--- src/rne_pkg.sv ---
// Shared types, constants and symbol functions of the Roman numeral encoder.
package rne_pkg;

    localparam int unsigned VALUE_W   = 12;
    localparam int unsigned SYM_W     = 8;
    localparam int unsigned MAX_VALUE = 3999;

    // ASCII codes of the numeral symbols.
    localparam logic [SYM_W-1:0] SYM_M    = 8'h4D;
    localparam logic [SYM_W-1:0] SYM_D    = 8'h44;
    localparam logic [SYM_W-1:0] SYM_C    = 8'h43;
    localparam logic [SYM_W-1:0] SYM_L    = 8'h4C;
    localparam logic [SYM_W-1:0] SYM_X    = 8'h58;
    localparam logic [SYM_W-1:0] SYM_V    = 8'h56;
    localparam logic [SYM_W-1:0] SYM_I    = 8'h49;
    localparam logic [SYM_W-1:0] SYM_NONE = 8'h00;

    // Decimal places of the value.
    localparam logic [1:0] PLACE_THOU = 2'd3;
    localparam logic [1:0] PLACE_HUND = 2'd2;
    localparam logic [1:0] PLACE_TENS = 2'd1;
    localparam logic [1:0] PLACE_ONES = 2'd0;

    // Commands from the controller to the datapath.
    typedef struct packed {
        logic load;     // take a new value and split off the thousands
        logic split_h;  // split off the hundreds
        logic split_t;  // split tens and ones, pick the first place
        logic emit;     // load one character into the output register
    } t_cmd;

    // Status from the datapath to the controller.
    typedef struct packed {
        logic err;       // value of the accepted beat is out of range
        logic last;      // character at the current position ends the numeral
        logic out_free;  // output register can take a character this cycle
    } t_sts;

    // Number of characters a digit produces.
    function automatic logic [2:0] rne_len(input logic [3:0] d);
        logic [2:0] n;
        case (d)
            4'd0:    n = 3'd0;
            4'd1:    n = 3'd1;
            4'd2:    n = 3'd2;
            4'd3:    n = 3'd3;
            4'd4:    n = 3'd2;
            4'd5:    n = 3'd1;
            4'd6:    n = 3'd2;
            4'd7:    n = 3'd3;
            4'd8:    n = 3'd4;
            4'd9:    n = 3'd2;
            default: n = 3'd0;
        endcase
        return n;
    endfunction

    // Character at a given step of a digit in a given place.
    function automatic logic [SYM_W-1:0] rne_sym(input logic [3:0] d,
                                                input logic [1:0] step,
                                                input logic [1:0] place);
        logic [SYM_W-1:0] one;
        logic [SYM_W-1:0] five;
        logic [SYM_W-1:0] ten;
        logic [SYM_W-1:0] s;
        case (place)
            PLACE_THOU: begin
                one = SYM_M; five = SYM_NONE; ten = SYM_NONE;
            end
            PLACE_HUND: begin
                one = SYM_C; five = SYM_D; ten = SYM_M;
            end
            PLACE_TENS: begin
                one = SYM_X; five = SYM_L; ten = SYM_C;
            end
            default: begin
                one = SYM_I; five = SYM_V; ten = SYM_X;
            end
        endcase
        // Nine and four use the subtractive pair, five to eight lead with five.
        if (d == 4'd9) begin
            s = (step == 2'd0) ? one : ten;
        end else if (d >= 4'd5) begin
            s = (step == 2'd0) ? five : one;
        end else if (d == 4'd4) begin
            s = (step == 2'd0) ? one : five;
        end else begin
            s = one;
        end
        return s;
    endfunction

endpackage

--- src/rne_ctrl.sv ---
// Controller state machine of the Roman numeral encoder.
module rne_ctrl
    import rne_pkg::*;
(
    input  logic i_clk,
    input  logic i_rst_n,
    input  logic i_in_valid,
    output logic o_in_ready,
    input  t_sts i_sts,
    output t_cmd o_cmd
);

    typedef enum logic [1:0] {
        ST_IDLE,
        ST_SPLIT_H,
        ST_SPLIT_T,
        ST_EMIT
    } t_state;

    t_state r_state;
    t_state n_state;
    logic   w_accept;

    assign o_in_ready = (r_state == ST_IDLE);
    assign w_accept   = i_in_valid && o_in_ready;

    // Commands follow the state; emission waits for a free output register.
    always_comb begin
        o_cmd         = '0;
        o_cmd.load    = w_accept;
        o_cmd.split_h = (r_state == ST_SPLIT_H);
        o_cmd.split_t = (r_state == ST_SPLIT_T);
        o_cmd.emit    = (r_state == ST_EMIT) && i_sts.out_free;
    end

    // Next state.
    always_comb begin
        n_state = r_state;
        case (r_state)
            ST_IDLE: begin
                if (w_accept) begin
                    n_state = i_sts.err ? ST_EMIT : ST_SPLIT_H;
                end
            end
            ST_SPLIT_H: n_state = ST_SPLIT_T;
            ST_SPLIT_T: n_state = ST_EMIT;
            ST_EMIT: begin
                if (o_cmd.emit && i_sts.last) begin
                    n_state = ST_IDLE;
                end
            end
            default: n_state = ST_IDLE;
        endcase
    end

    // State register.
    always_ff @(posedge i_clk) begin
        if (!i_rst_n) begin
            r_state <= ST_IDLE;
        end else begin
            r_state <= n_state;
        end
    end

endmodule

--- src/rne_datapath.sv ---
// Digit splitting, symbol selection and output register of the encoder.
module rne_datapath
    import rne_pkg::*;
(
    input  logic               i_clk,
    input  logic               i_rst_n,
    input  logic [VALUE_W-1:0] i_value,
    input  t_cmd               i_cmd,
    output t_sts               o_sts,
    input  logic               i_out_ready,
    output logic               o_out_valid,
    output logic [SYM_W-1:0]   o_symbol,
    output logic               o_last,
    output logic               o_oor
);

    // Digit and position registers.
    logic             r_err;
    logic [9:0]       r_rem;
    logic [1:0]       r_d3;
    logic [3:0]       r_d2;
    logic [3:0]       r_d1;
    logic [3:0]       r_d0;
    logic [1:0]       r_place;
    logic [1:0]       r_step;
    // Output register.
    logic             r_out_valid;
    logic [SYM_W-1:0] r_symbol;
    logic             r_last;
    logic             r_oor;

    logic             w_err_in;
    logic [1:0]       w_th;
    logic [VALUE_W-1:0] w_rem_th;
    logic [3:0]       w_hu;
    logic [9:0]       w_rem_hu;
    logic [3:0]       w_te;
    logic [6:0]       w_rem_te;
    logic [3:0]       w_cur_d;
    logic [2:0]       w_cur_len;
    logic             w_digit_end;
    logic             w_lower_zero;
    logic [1:0]       w_next_place;
    logic [1:0]       w_first_place;
    logic             w_cur_last;
    logic [SYM_W-1:0] w_cur_sym;

    // Range check and thousands split on the incoming value.
    always_comb begin
        w_err_in = (i_value == '0) || (i_value > VALUE_W'(MAX_VALUE));
        if (i_value >= VALUE_W'(3000)) begin
            w_th = 2'd3;
        end else if (i_value >= VALUE_W'(2000)) begin
            w_th = 2'd2;
        end else if (i_value >= VALUE_W'(1000)) begin
            w_th = 2'd1;
        end else begin
            w_th = 2'd0;
        end
        w_rem_th = i_value - VALUE_W'(w_th) * VALUE_W'(1000);
    end

    // Hundreds split: the largest multiple of one hundred not above the rest.
    always_comb begin
        w_hu = 4'd0;
        for (int k = 1; k <= 9; k++) begin
            if (r_rem >= 10'(k * 100)) begin
                w_hu = 4'(k);
            end
        end
        w_rem_hu = r_rem - 10'(w_hu) * 10'd100;
    end

    // Tens split; the ones are what is left.
    always_comb begin
        w_te = 4'd0;
        for (int k = 1; k <= 9; k++) begin
            if (r_rem[6:0] >= 7'(k * 10)) begin
                w_te = 4'(k);
            end
        end
        w_rem_te = r_rem[6:0] - 7'(w_te) * 7'd10;
    end

    // First place with a nonzero digit once the split is done.
    always_comb begin
        if (r_d3 != 2'd0) begin
            w_first_place = PLACE_THOU;
        end else if (r_d2 != 4'd0) begin
            w_first_place = PLACE_HUND;
        end else if (w_te != 4'd0) begin
            w_first_place = PLACE_TENS;
        end else begin
            w_first_place = PLACE_ONES;
        end
    end

    // Digit at the current place and what follows it.
    always_comb begin
        case (r_place)
            PLACE_THOU: begin
                w_cur_d      = {2'b00, r_d3};
                w_lower_zero = (r_d2 == 4'd0) && (r_d1 == 4'd0) && (r_d0 == 4'd0);
                w_next_place = (r_d2 != 4'd0) ? PLACE_HUND :
                               (r_d1 != 4'd0) ? PLACE_TENS : PLACE_ONES;
            end
            PLACE_HUND: begin
                w_cur_d      = r_d2;
                w_lower_zero = (r_d1 == 4'd0) && (r_d0 == 4'd0);
                w_next_place = (r_d1 != 4'd0) ? PLACE_TENS : PLACE_ONES;
            end
            PLACE_TENS: begin
                w_cur_d      = r_d1;
                w_lower_zero = (r_d0 == 4'd0);
                w_next_place = PLACE_ONES;
            end
            default: begin
                w_cur_d      = r_d0;
                w_lower_zero = 1'b1;
                w_next_place = PLACE_ONES;
            end
        endcase
        w_cur_len   = rne_len(w_cur_d);
        w_digit_end = ({1'b0, r_step} + 3'd1) >= w_cur_len;
        w_cur_last  = r_err || (w_digit_end && w_lower_zero);
        w_cur_sym   = r_err ? SYM_NONE : rne_sym(w_cur_d, r_step, r_place);
    end

    assign o_sts.err      = w_err_in;
    assign o_sts.last     = w_cur_last;
    assign o_sts.out_free = !r_out_valid || i_out_ready;

    // Digit and position registers.
    always_ff @(posedge i_clk) begin
        if (i_cmd.load) begin
            r_err <= w_err_in;
            r_d3  <= w_th;
            r_rem <= w_rem_th[9:0];
        end
        if (i_cmd.split_h) begin
            r_d2  <= w_hu;
            r_rem <= w_rem_hu;
        end
        if (i_cmd.split_t) begin
            r_d1    <= w_te;
            r_d0    <= w_rem_te[3:0];
            r_place <= w_first_place;
            r_step  <= 2'd0;
        end
        if (i_cmd.emit) begin
            if (w_digit_end) begin
                r_place <= w_next_place;
                r_step  <= 2'd0;
            end else begin
                r_step <= r_step + 2'd1;
            end
        end
    end

    // Output register: holds a beat until the sink takes it.
    always_ff @(posedge i_clk) begin
        if (!i_rst_n) begin
            r_out_valid <= 1'b0;
        end else if (i_cmd.emit) begin
            r_out_valid <= 1'b1;
        end else if (i_out_ready) begin
            r_out_valid <= 1'b0;
        end
        if (i_cmd.emit) begin
            r_symbol <= w_cur_sym;
            r_last   <= w_cur_last;
            r_oor    <= r_err;
        end
    end

    assign o_out_valid = r_out_valid;
    assign o_symbol    = r_symbol;
    assign o_last      = r_last;
    assign o_oor       = r_oor;

endmodule

--- src/roman_numeral_encoder.sv ---
// Top level of the Roman numeral encoder: controller plus datapath.
//
//  Channel   Direction  Payload
//  s_axis    in         tdata[11:0] value (tdata[15:12] zero)
//  m_axis    out        tdata symbol, tlast last, tuser out_of_range
//
// The accept cycle splits off the thousands, SPLIT_H the hundreds and
// SPLIT_T the tens and ones; then the 1 to 15 characters of the numeral
// go into the output register one per cycle, while a stalled sink holds
// that register and pauses emission. An out-of-range value skips the
// splits and gives one zero symbol. s_axis_tready is high only between
// numerals. Reset is synchronous, active low, and returns to idle.
module roman_numeral_encoder
    import rne_pkg::*;
(
    input  logic        i_clk,
    input  logic        i_rst_n,
    input  logic        s_axis_tvalid,
    output logic        s_axis_tready,
    input  logic [15:0] s_axis_tdata,   // [11:0] value, [15:12] zero fill
    output logic        m_axis_tvalid,
    input  logic        m_axis_tready,
    output logic [7:0]  m_axis_tdata,   // [7:0] symbol
    output logic        m_axis_tlast,
    output logic [0:0]  m_axis_tuser    // [0] out_of_range
);

    t_cmd w_cmd;
    t_sts w_sts;

    rne_ctrl u_ctrl (
        .i_clk      (i_clk),
        .i_rst_n    (i_rst_n),
        .i_in_valid (s_axis_tvalid),
        .o_in_ready (s_axis_tready),
        .i_sts      (w_sts),
        .o_cmd      (w_cmd)
    );

    rne_datapath u_dp (
        .i_clk       (i_clk),
        .i_rst_n     (i_rst_n),
        .i_value     (s_axis_tdata[VALUE_W-1:0]),
        .i_cmd       (w_cmd),
        .o_sts       (w_sts),
        .i_out_ready (m_axis_tready),
        .o_out_valid (m_axis_tvalid),
        .o_symbol    (m_axis_tdata),
        .o_last      (m_axis_tlast),
        .o_oor       (m_axis_tuser[0])
    );

endmodule

--- config.mk ---
export PLATFORM = sky130hd
export DESIGN_NAME = roman_numeral_encoder
export DESIGN_NICKNAME = d
export VERILOG_FILES = /design/src/rne_pkg.sv /design/src/rne_ctrl.sv /design/src/rne_datapath.sv /design/src/roman_numeral_encoder.sv
export SDC_FILE = /design/constraint.sdc
export NUM_CORES = 1
export LEC_CHECK = 0
export BUFFER_PORTS_ARGS = -buffer_cell sky130_fd_sc_hd__buf_2
export CAP_MARGIN = 20
export CORE_AREA = 2 2 71 141
export DETAILED_ROUTE_END_ITERATION = 10
export DIE_AREA = 0 0 73 143
export GPL_TIMING_DRIVEN = 0
export SYNTH_ARGS = -nofsm -noshare
export SYNTH_HDL_FRONTEND = slang
export SYNTH_SLANG_ARGS = --single-unit
--- constraint.sdc ---
create_clock -name i_clk -period 9.39 [get_ports i_clk]
set_input_delay 2.3475 -clock i_clk [delete_from_list [all_inputs] [get_ports i_clk]]
set_output_delay 2.3475 -clock i_clk [all_outputs]
set_load 0.02 [all_outputs]
==> flow_summary.ini, run 1 <==
[timing]
finalSetupViolations = 0
tightest_slew_ns = 0.755
finClkSkew_ns = 0.00424
maxSlewViolCount = 0
finalCritPeriodShare_pct = 50.8
worst_slack_ns = 4.62
clock.fmax_mhz = 210
rsz0062_at_grt = false
fin_crit_ns = 4.77
hold_viol_final = 0
finalSetupTns_ns = 0
slew_headroom_pct = 49.7

[detailed_routing]
vias = 2995
wirelength_mm = 8.45
wl_per_cell_um = 15.8
vias_per_cell = 5.62
drtAntennaViolNets = 0
first_pass_iters = 4
drt-initial-drc-count = 137
route.detailed.drc = 0

[floorplanning]
die_width_um = 73
core_um2 = 9320
ios = 32
start_util_pct = 37.6
die-area_um2 = 10400
rows = 50
fp.dieH_um = 143

[setup_path]
crit_path_frequent_cell = ha_1
crit_type = reg2reg
max_stage_delay_ns = 0.61
crit_path_max_fanout = 10
cp-start-kind = register
cp_cell_sequence = buf_1, nor3_1, o21bai_1, a21oi_1, nor3_1, a221oi_1, ha_1, ha_1, inv_1, fa_1, ha_1, or2_2, a21oi_1, a31oi_1, xnor2_1, mux2i_1
critPathRequiredTime_ns = 9.41
endpoint_kind = register
worstPathArrival_ns = 4.79
critPathSlowestCell = a221oi_1
crit_buf_inv = 2
cp_top_family = adder cells

[clocking]
cts_sinks = 40
holdBufCountCts = 0
clockRootBuffer = clkbuf_16
cts_setup_buffers = 0
numCtsBuffers = 5
h-tree-depth = 2
insertion_delay_ns = 0.29
clk_pin_slew_ns = 0.06
cts_buffer_depth = 2
ctsResizeCount = 0
cts_tree = yes

[global_routing]
grt_pass1_wl_mm = 14.3
grt_max_degree = 15
gr-usage-all-layers_pct = 17.8
grt_overflow = 0
antenna_found_initial = 0
grt_pass1_vias = 3043

[flow_run]
cap_violations = 0

[hold_path]
hold_class = reg2reg

[placed_design]
dp_hpwl_mm = 6.99
post_dp_cell_area_um2 = 3760
io_buffers = 25
dp.cells = 525
dp_slack_ns = 4.34
routabilityCongestion = 0.856

[synth]
yosysTopAreaCellShare_pct = 30.0
synth_area_leaders = edfxtp_1, ha_1, a21oi_1
dominantRegCellSynth = edfxtp_1
seq_area_frac_synth_pct = 32.8
synth-async-reset-ratio_pct = 0
yosys.area.top_type = edfxtp_1
avgSynthCellArea_um2 = 8.88
yosysWarnings = 0
ys_top_cells_by_count = ha_1, edfxtp_1, inv_1, nor2_1, a21oi_1
synth-seq-cells = 40
synth_cell_types = 60
synth_area_um2 = 3510
syn_inst = 395
synth_edf_count = 35
synth.most_common_cell = ha_1

[power]
powerDensity_nw_per_um2 = 421
ir_drop_uv = 354
leakage_nw = 1.65

[final_layout]
finalInstanceArea_um2 = 3920
finalNetCount = 490
area_growth_pct = 11.7
nFillCells = 888
fin_cells = 533
num_antenna_cells = 0
drive_above_1_share_pct = 11.2

[status]
status = complete, no violations
==> power breakdown <==
part / switching (W) / total, W / leakage [nW] / internal [W]
Combinational: 0.000663 / 0.00116 / 1.21 / 0.000492
Sequential: 0.0000380 / 0.000319 / 0.369 / 0.000281
Clock: 0.0000690 / 0.000175 / 0.0701 / 0.000106
Total: 0.000770 / 0.00165 / 1.65 / 0.000879
==> metal layers <==
layer	GRT usage (%)	vias up	part of all wire, %
met5	0	-	0
met4	9.16	0	4.6
met3	2.61	27	2.9
met2	36.2	66	61
met1	15.5	1409	32
li1	-	1493	-
==> path summary, 6_finish.rpt <==
kind                  from            end  slack (ns)  cells after the start
max          u_dp.r_rem[5]  u_dp.r_rem[9]        4.62                     16
min          u_dp.r_rem[0]   u_dp.r_d0[0]        0.43                      0
max reg2reg  u_dp.r_rem[5]  u_dp.r_rem[9]        4.62                     16
min reg2reg  u_dp.r_rem[0]   u_dp.r_d0[0]        0.43                      0
==> stage by stage <==
stage                     util, %  total power [W]  hold WS (ns)
after global routing         42.0          0.00182         0.449
final                        42.0          0.00165         0.431
after global placement       40.4          0.00146         0.427
after detailed placement     40.4          0.00148         0.428
after CTS                    42.0          0.00166         0.442
after floorplan                 -          0.00122         0.400
==> sequential cells by signal (all words and copies together), names as in the netlist, 2 cells and up <==
register,count
u_dp.r_rem,10
u_dp.r_d3,2
u_dp.r_d0,4
u_ctrl.r_state,2
u_dp.r_step,2
u_dp.r_d1,4
u_dp.r_place,2
u_dp.r_d2,4
u_dp.o_symbol,6
==> placed cells by master (no fill, tap or decap), types with 5 or more instances in the layout <==
master	n
a21o_1	7
a21oi_1	28
a22oi_1	5
a31oi_1	5
buf_2	28
clkbuf_1	9
clkbuf_16	5
dfxtp_1	5
edfxtp_1	35
ha_1	38
inv_1	33
mux2i_1	7
nand2_1	26
nand2b_1	8
nand3_1	6
nand4_1	5
nor2_1	33
nor2b_1	15
nor3_1	12
nor3b_1	5
nor4_1	5
o21ai_0	24
xnor2_1	11
xor2_1	6
==> cells by family after synthesis <==
family | count (synthesis) | synth area share [%]
simple gates | 129 | 18.5
compound gates | 106 | 19.7
buf+inv | 51 | 6.00
fa+ha+maj | 42 | 15.8
flops | 40 | 32.8
xor+xnor | 17 | 4.25
mux | 9 | 2.75
other cells | 1 | 0.107
==> layout make-up <==
cell class,count,area [µm²],share of cell area (%)
plain buffers,18,86.3,2.21
clock buffers,7,143,3.64
clock inverters,1,7.51,0.192
inverters,33,124,3.16
multi-input cells,305,2150,54.9
flip-flops and latches,40,1150,29.4
well taps,104,130,3.32
repair buffers,25,125,3.20
(Power assumes the default switching activity.)
==> inputs of run 2 (changes only) <==
- clock period: 9.39 -> 4.1 ns (I/O delays scaled with it)
==> flow_summary.ini, run 2 (same netlist as run 1, synthesis figures left out) <==
[setup_path]
crit_path_max_fanout = 5
reg2reg_to = u_dp.r_rem[9]
endpoint_kind = register
rr_worst_depth = 17
regToRegStartpoint = u_dp.r_rem[4]
crit_type = reg2reg
max_stage_delay_ns = 0.56
cp-start-kind = register
critPathSlowestCell = fa_1
r2r_setup_slack_ns = 0.18
critPathRequiredTime_ns = 4.12
cp_cell_sequence = or3_1, a31oi_1, o21ai_1, a21oi_1, nor3_1, a221oi_2, buf_4, ha_1, ha_1, inv_1, fa_1, ha_4, or2_2, a21oi_2, a31oi_1, xnor2_1, mux2i_1
worstPathArrival_ns = 3.94

[detailed_routing]
vias = 3013
wl_per_cell_um = 16.0
route.detailed.drc = 0
vias_per_cell = 5.62
drtAntennaViolNets = 0
first_pass_iters = 5
wirelength_mm = 8.60
drt-initial-drc-count = 192

[clocking]
cts_buffer_depth = 2
cts_sinks = 40
clk_pin_slew_ns = 0.06
numCtsBuffers = 5
holdBufCountCts = 0
h-tree-depth = 2
clockRootBuffer = clkbuf_16
insertion_delay_ns = 0.29
cts_tree = yes

[placed_design]
routabilityCongestion = 0.856
dp_hpwl_mm = 6.99
post_dp_cell_area_um2 = 3760
io_buffers = 25

[final_layout]
finalNetCount = 493
nFillCells = 888
drive_above_1_share_pct = 14.1
largest_reg_flops = 10
final_util_pct = 42.7
layout_commonest_cell = ha_1
area_growth_pct = 13.6
final_cell_mix = ha_1, edfxtp_1, inv_1, nor2_1, buf_2
num_antenna_cells = 0
finalInstanceArea_um2 = 3980
regMostFlops = u_dp.r_rem

[timing]
maxSlewViolCount = 0
finalCritPeriodShare_pct = 95.7
holdWs_ns = 0.431
fin_crit_ns = 3.92
clock.fmax_mhz = 255
slew_headroom_pct = 59.9
finalSetupViolations = 0
finClkSkew_ns = 0.00447
tightest_slew_ns = 0.601
hold_viol_final = 0

[floorplanning]
die-area_um2 = 10400
core_um2 = 9320
rows = 50
start_util_pct = 37.6
fp.dieH_um = 143
die_width_um = 73
ios = 32

[global_routing]
grt_pass1_wl_mm = 14.4
grt_overflow = 0
grt_pass1_vias = 3083
gr-usage-all-layers_pct = 18.0
antenna_found_initial = 0
grt_max_degree = 15

[power]
ir_drop_uv = 840
leakage_nw = 1.68
powerDensity_nw_per_um2 = 997

[status]
status = complete, no violations

[flow_run]
cap_violations = 0

[hold_path]
holdPathEnd = u_dp.r_d0[0]
hold_class = reg2reg
min_from = u_dp.r_rem[0]
min_path_cells = 0
run 2: changes by cell type in the layout (fill, tap and decap cells not counted), sizes merged:
cell | previous run | this run
clkbuf | 15 | 16
buf | 35 | 37
run 2: area by class of cell:
type | instances | area, µm² | area share, %
Multi-Input combinational cell | 305 | 2190 | 55.0
Sequential cell | 40 | 1150 | 28.9
Timing Repair Buffer | 28 | 148 | 3.71
Clock buffer | 7 | 143 | 3.58
Tap cell | 104 | 130 | 3.27
Inverter | 33 | 124 | 3.11
Buffer | 18 | 91.3 | 2.29
Clock inverter | 1 | 7.51 | 0.188
run 2: how the worst max path moves through the flow:
stage / startpoint / to / slack (ns) / depth (start not counted)
2_1_floorplan: u_dp.r_rem[3] / u_dp.r_rem[9] / 0.21 / 16
3_3_place_gp: u_dp.r_rem[5] / u_dp.r_rem[9] / -0.71 / 16
5_1_grt: u_dp.r_rem[5] / u_dp.r_rem[9] / -0.02 / 17
3_5_place_dp: u_dp.r_rem[5] / u_dp.r_rem[9] / -0.70 / 16
6_report: u_dp.r_rem[4] / u_dp.r_rem[9] / 0.18 / 17
4_1_cts: u_dp.r_rem[6] / u_dp.r_rem[9] / 0.06 / 15
run 2: power by group:
| part | switching, W | internal, W | total (W) |
|---|---|---|---|
| combinational | 0.00158 | 0.00125 | 0.00283 |
| clock | 0.000160 | 0.000242 | 0.000402 |
| sequential | 0.0000930 | 0.000645 | 0.000738 |
run 2: repair_timing:
item | CTS | global route
gates resized for setup | 6 | 8
endpoints found under the setup margin | 3 | 1
pin swaps | 0 | 5
setup buffers | 2 | 1
run 2: critical path: cells and delay by family (launching register included):
| family | cells | cell delay (ns) |
|---|---|---|
| xor gates and xnor gates | 1 | 0.15 |
| adders and majority gates | 4 | 1.10 |
| buffers and inverters | 2 | 0.23 |
| AOI/OAI and AO/OA | 6 | 0.88 |
| and+or+nand+nor | 3 | 0.75 |
| DFF | 1 | 0.45 |
| muxes | 1 | 0.09 |
run 2: metrics by stage:
stage	instances	total power, W	setup slack [ns]	setup TNS [ns]
CTS	535	0.00386	0.0573	0
global placement	525	0.00335	-0.707	-1.24
global route	536	0.00436	-0.0213	-0.0213
finish	536	0.00397	0.175	0
detailed placement	525	0.00339	-0.701	-1.21
floorplan	396	0.00279	0.214	0
run 2: layer usage:
metal	GRT usage, %	vias up	wire length, µm
li1	-	1496	-
met1	15.5	1420	2730
met2	36.7	68	5240
met3	2.61	29	229
met4	9.45	0	405
met5	0	-	0
==> inputs of run 3 (changes only) <==
- ABC_AREA: unset -> 1
- CORE_AREA: 2 2 71 141 -> 2 2 72 142
- DIE_AREA: 0 0 73 143 -> 0 0 74 144
==> flow_summary.ini, run 3 <==
[detailed_routing]
vias_per_cell = 4.91
route.detailed.drc = 0
first_pass_iters = 5
drtAntennaViolNets = 0
drt-initial-drc-count = 127
vias = 3154
wirelength_mm = 8.58
wl_per_cell_um = 13.3

[synth]
synth-adder-area-share_pct = 15.7
ys_top_cells_by_count = nand2_1, inv_1, nor2_1
synth-compound-area-share_pct = 16.8
syn_inst = 468
synth_edf_count = 35
synth_area_leaders = edfxtp_1, ha_1, nand2_1
synth_area_um2 = 3540
yosys.area.top_type = edfxtp_1
synthXorXnorAreaFrac_pct = 1.73
synthSimpleGateAreaFrac_pct = 22.4
yosysTopAreaCellShare_pct = 29.7
synth-seq-cells = 40
synthMuxAreaShare_pct = 0.283
synth_top_family_by_area = simple AND/OR/NAND/NOR gates
synth-async-reset-ratio_pct = 0
dominantRegCellSynth = edfxtp_1
synth_cell_types = 51
seq_area_frac_synth_pct = 32.5
synth.most_common_cell = nand2_1
yosysWarnings = 0
avgSynthCellArea_um2 = 7.56

[hold_path]
min_from = u_dp.r_rem[0]
hold_class = reg2reg
holdPathEnd = u_dp.r_d0[0]
min_path_cells = 0

[final_layout]
largest_reg_flops = 10
drive_above_1_share_pct = 15.3
nFillCells = 988
num_antenna_cells = 0
fin_cells = 643
finalInstanceArea_um2 = 4090
regMostFlops = u_dp.r_rem
area_growth_pct = 15.4
layout_commonest_cell = nand2_1
finalNetCount = 572
final_cell_mix = nand2_1, inv_1, nor2_1

[global_routing]
grt_pass1_wl_mm = 14.0
antenna_found_initial = 0
grt_pass1_vias = 3205
grt_overflow = 0
grt_max_degree = 13
gr-usage-all-layers_pct = 17.0

[floorplanning]
rows = 51
start_util_pct = 36.7
die_width_um = 74
die-area_um2 = 10700
ios = 32
core_um2 = 9640
fp.dieH_um = 144

[placed_design]
io_buffers = 25
dp_slack_ns = -0.160
dp.cells = 626
dp_hpwl_mm = 6.98
routabilityCongestion = 0.864
post_dp_cell_area_um2 = 3830

[flow_run]
cap_violations = 0

[timing]
maxSlewViolCount = 0
fin_crit_ns = 3.83
hold_viol_final = 0
holdWs_ns = 0.437
worst_slack_ns = 0.270
finalCritPeriodShare_pct = 93.4
clock.fmax_mhz = 261
finalSetupViolations = 0
tightest_slew_ns = 0.560
finClkSkew_ns = 0.00345
slew_headroom_pct = 61.7

[setup_path]
worstPathArrival_ns = 3.85
endpoint_kind = register
critPathRequiredTime_ns = 4.12
cp-start-kind = input pin
crit_path_max_fanout = 5
regToRegStartpoint = u_dp.r_rem[4]
r2r_setup_slack_ns = 0.30
crit_type = in2reg
reg2reg_to = u_dp.r_rem[9]
rr_worst_depth = 23

[clocking]
h-tree-depth = 2
numCtsBuffers = 5
clockRootBuffer = clkbuf_16
clk_pin_slew_ns = 0.06
cts_buffer_depth = 2
cts_tree = yes
insertion_delay_ns = 0.28
cts_sinks = 40

[status]
status = complete, no violations
[run 3: cell count changes after synthesis, sizes merged, moves of 8 or more]
cell	delta
nand2	+86
nor2b	-15
inv	+54
o21ai	+11
nand2b	-8
nor3	-9
xnor2	-10
nor2	+11
nand3	+15
[run 3: per-stage QoR]
| stage | util, % | TNS [ns] |
|---|---|---|
| after floorplan | - | 0 |
| after global placement | 39.8 | -0.0506 |
| after detailed placement | 39.8 | -0.160 |
| after CTS | 41.5 | 0 |
| after global routing | 42.4 | -0.0409 |
| final | 42.4 | 0 |
[run 3: layout make-up]
cell class	count	area (µm²)	share of cell area, %
Multi-Input combinational cell	336	2040	50.0
Sequential cell	40	1150	28.2
Inverter	88	334	8.18
Timing Repair Buffer	34	193	4.72
Tap cell	132	165	4.04
Clock buffer	6	129	3.15
Clock inverter	2	35.0	0.857
Buffer	5	35.0	0.857
[run 3: worst max-delay path: stages]
cell and delay [ns]:
buf_2 0.12, or2_2 0.32, a31oi_1 0.50, a211oi_2 0.22, buf_4 0.18, ha_1 0.26, inv_1 0.04, ha_1 0.26
inv_1 0.09, o21ai_0 0.11, nand2_1 0.11, nand2_1 0.06, a21oi_1 0.15, xor2_1 0.27, o21ai_0 0.13
[run 3: logic make-up after synthesis]
kind of cell / Yosys count
AND/OR/NAND/NOR: 190
flip-flops: 40
other: 1
AO/OA/AOI/OAI: 94
XOR/XNOR: 7
multiplexers: 1
buffers and inverters: 93
adder cells (fa/ha/maj): 42
[run 3: worst max-delay path by stage]
stage,from,endpoint,depth (start not counted),slack (ns)
2_1_floorplan,s_axis_tdata[8],u_dp.r_rem[9],15,0.67
3_3_place_gp,s_axis_tdata[9],u_dp.r_rem[9],16,-0.05
3_5_place_dp,s_axis_tdata[9],u_dp.r_rem[9],16,-0.16
4_1_cts,u_dp.r_rem[4],u_dp.r_rem[8],17,0.07
5_1_grt,s_axis_tdata[9],u_dp.r_rem[9],16,-0.03
6_report,s_axis_tdata[4],u_dp.r_rem[9],15,0.27
[run 3: timing repair]
action / in CTS / in global routing
buffers inserted: 0 / 9
hold buffers: 0 / 0
endpoints found under the setup margin: 0 / 2
gates resized for setup: 0 / 8
[run 3: layer usage]
metal | up-vias | global-route usage (%) | part of all wire (%)
met5 | - | 0 | 0
met4 | 0 | 9.19 | 4.1
met3 | 26 | 2.37 | 2.4
met2 | 66 | 34.0 | 59
met1 | 1438 | 15.3 | 34
li1 | 1624 | - | -
Power of run 3 is not shown: default switching activity piles up to over one toggle a cycle in this logic, so the estimate is an artifact.
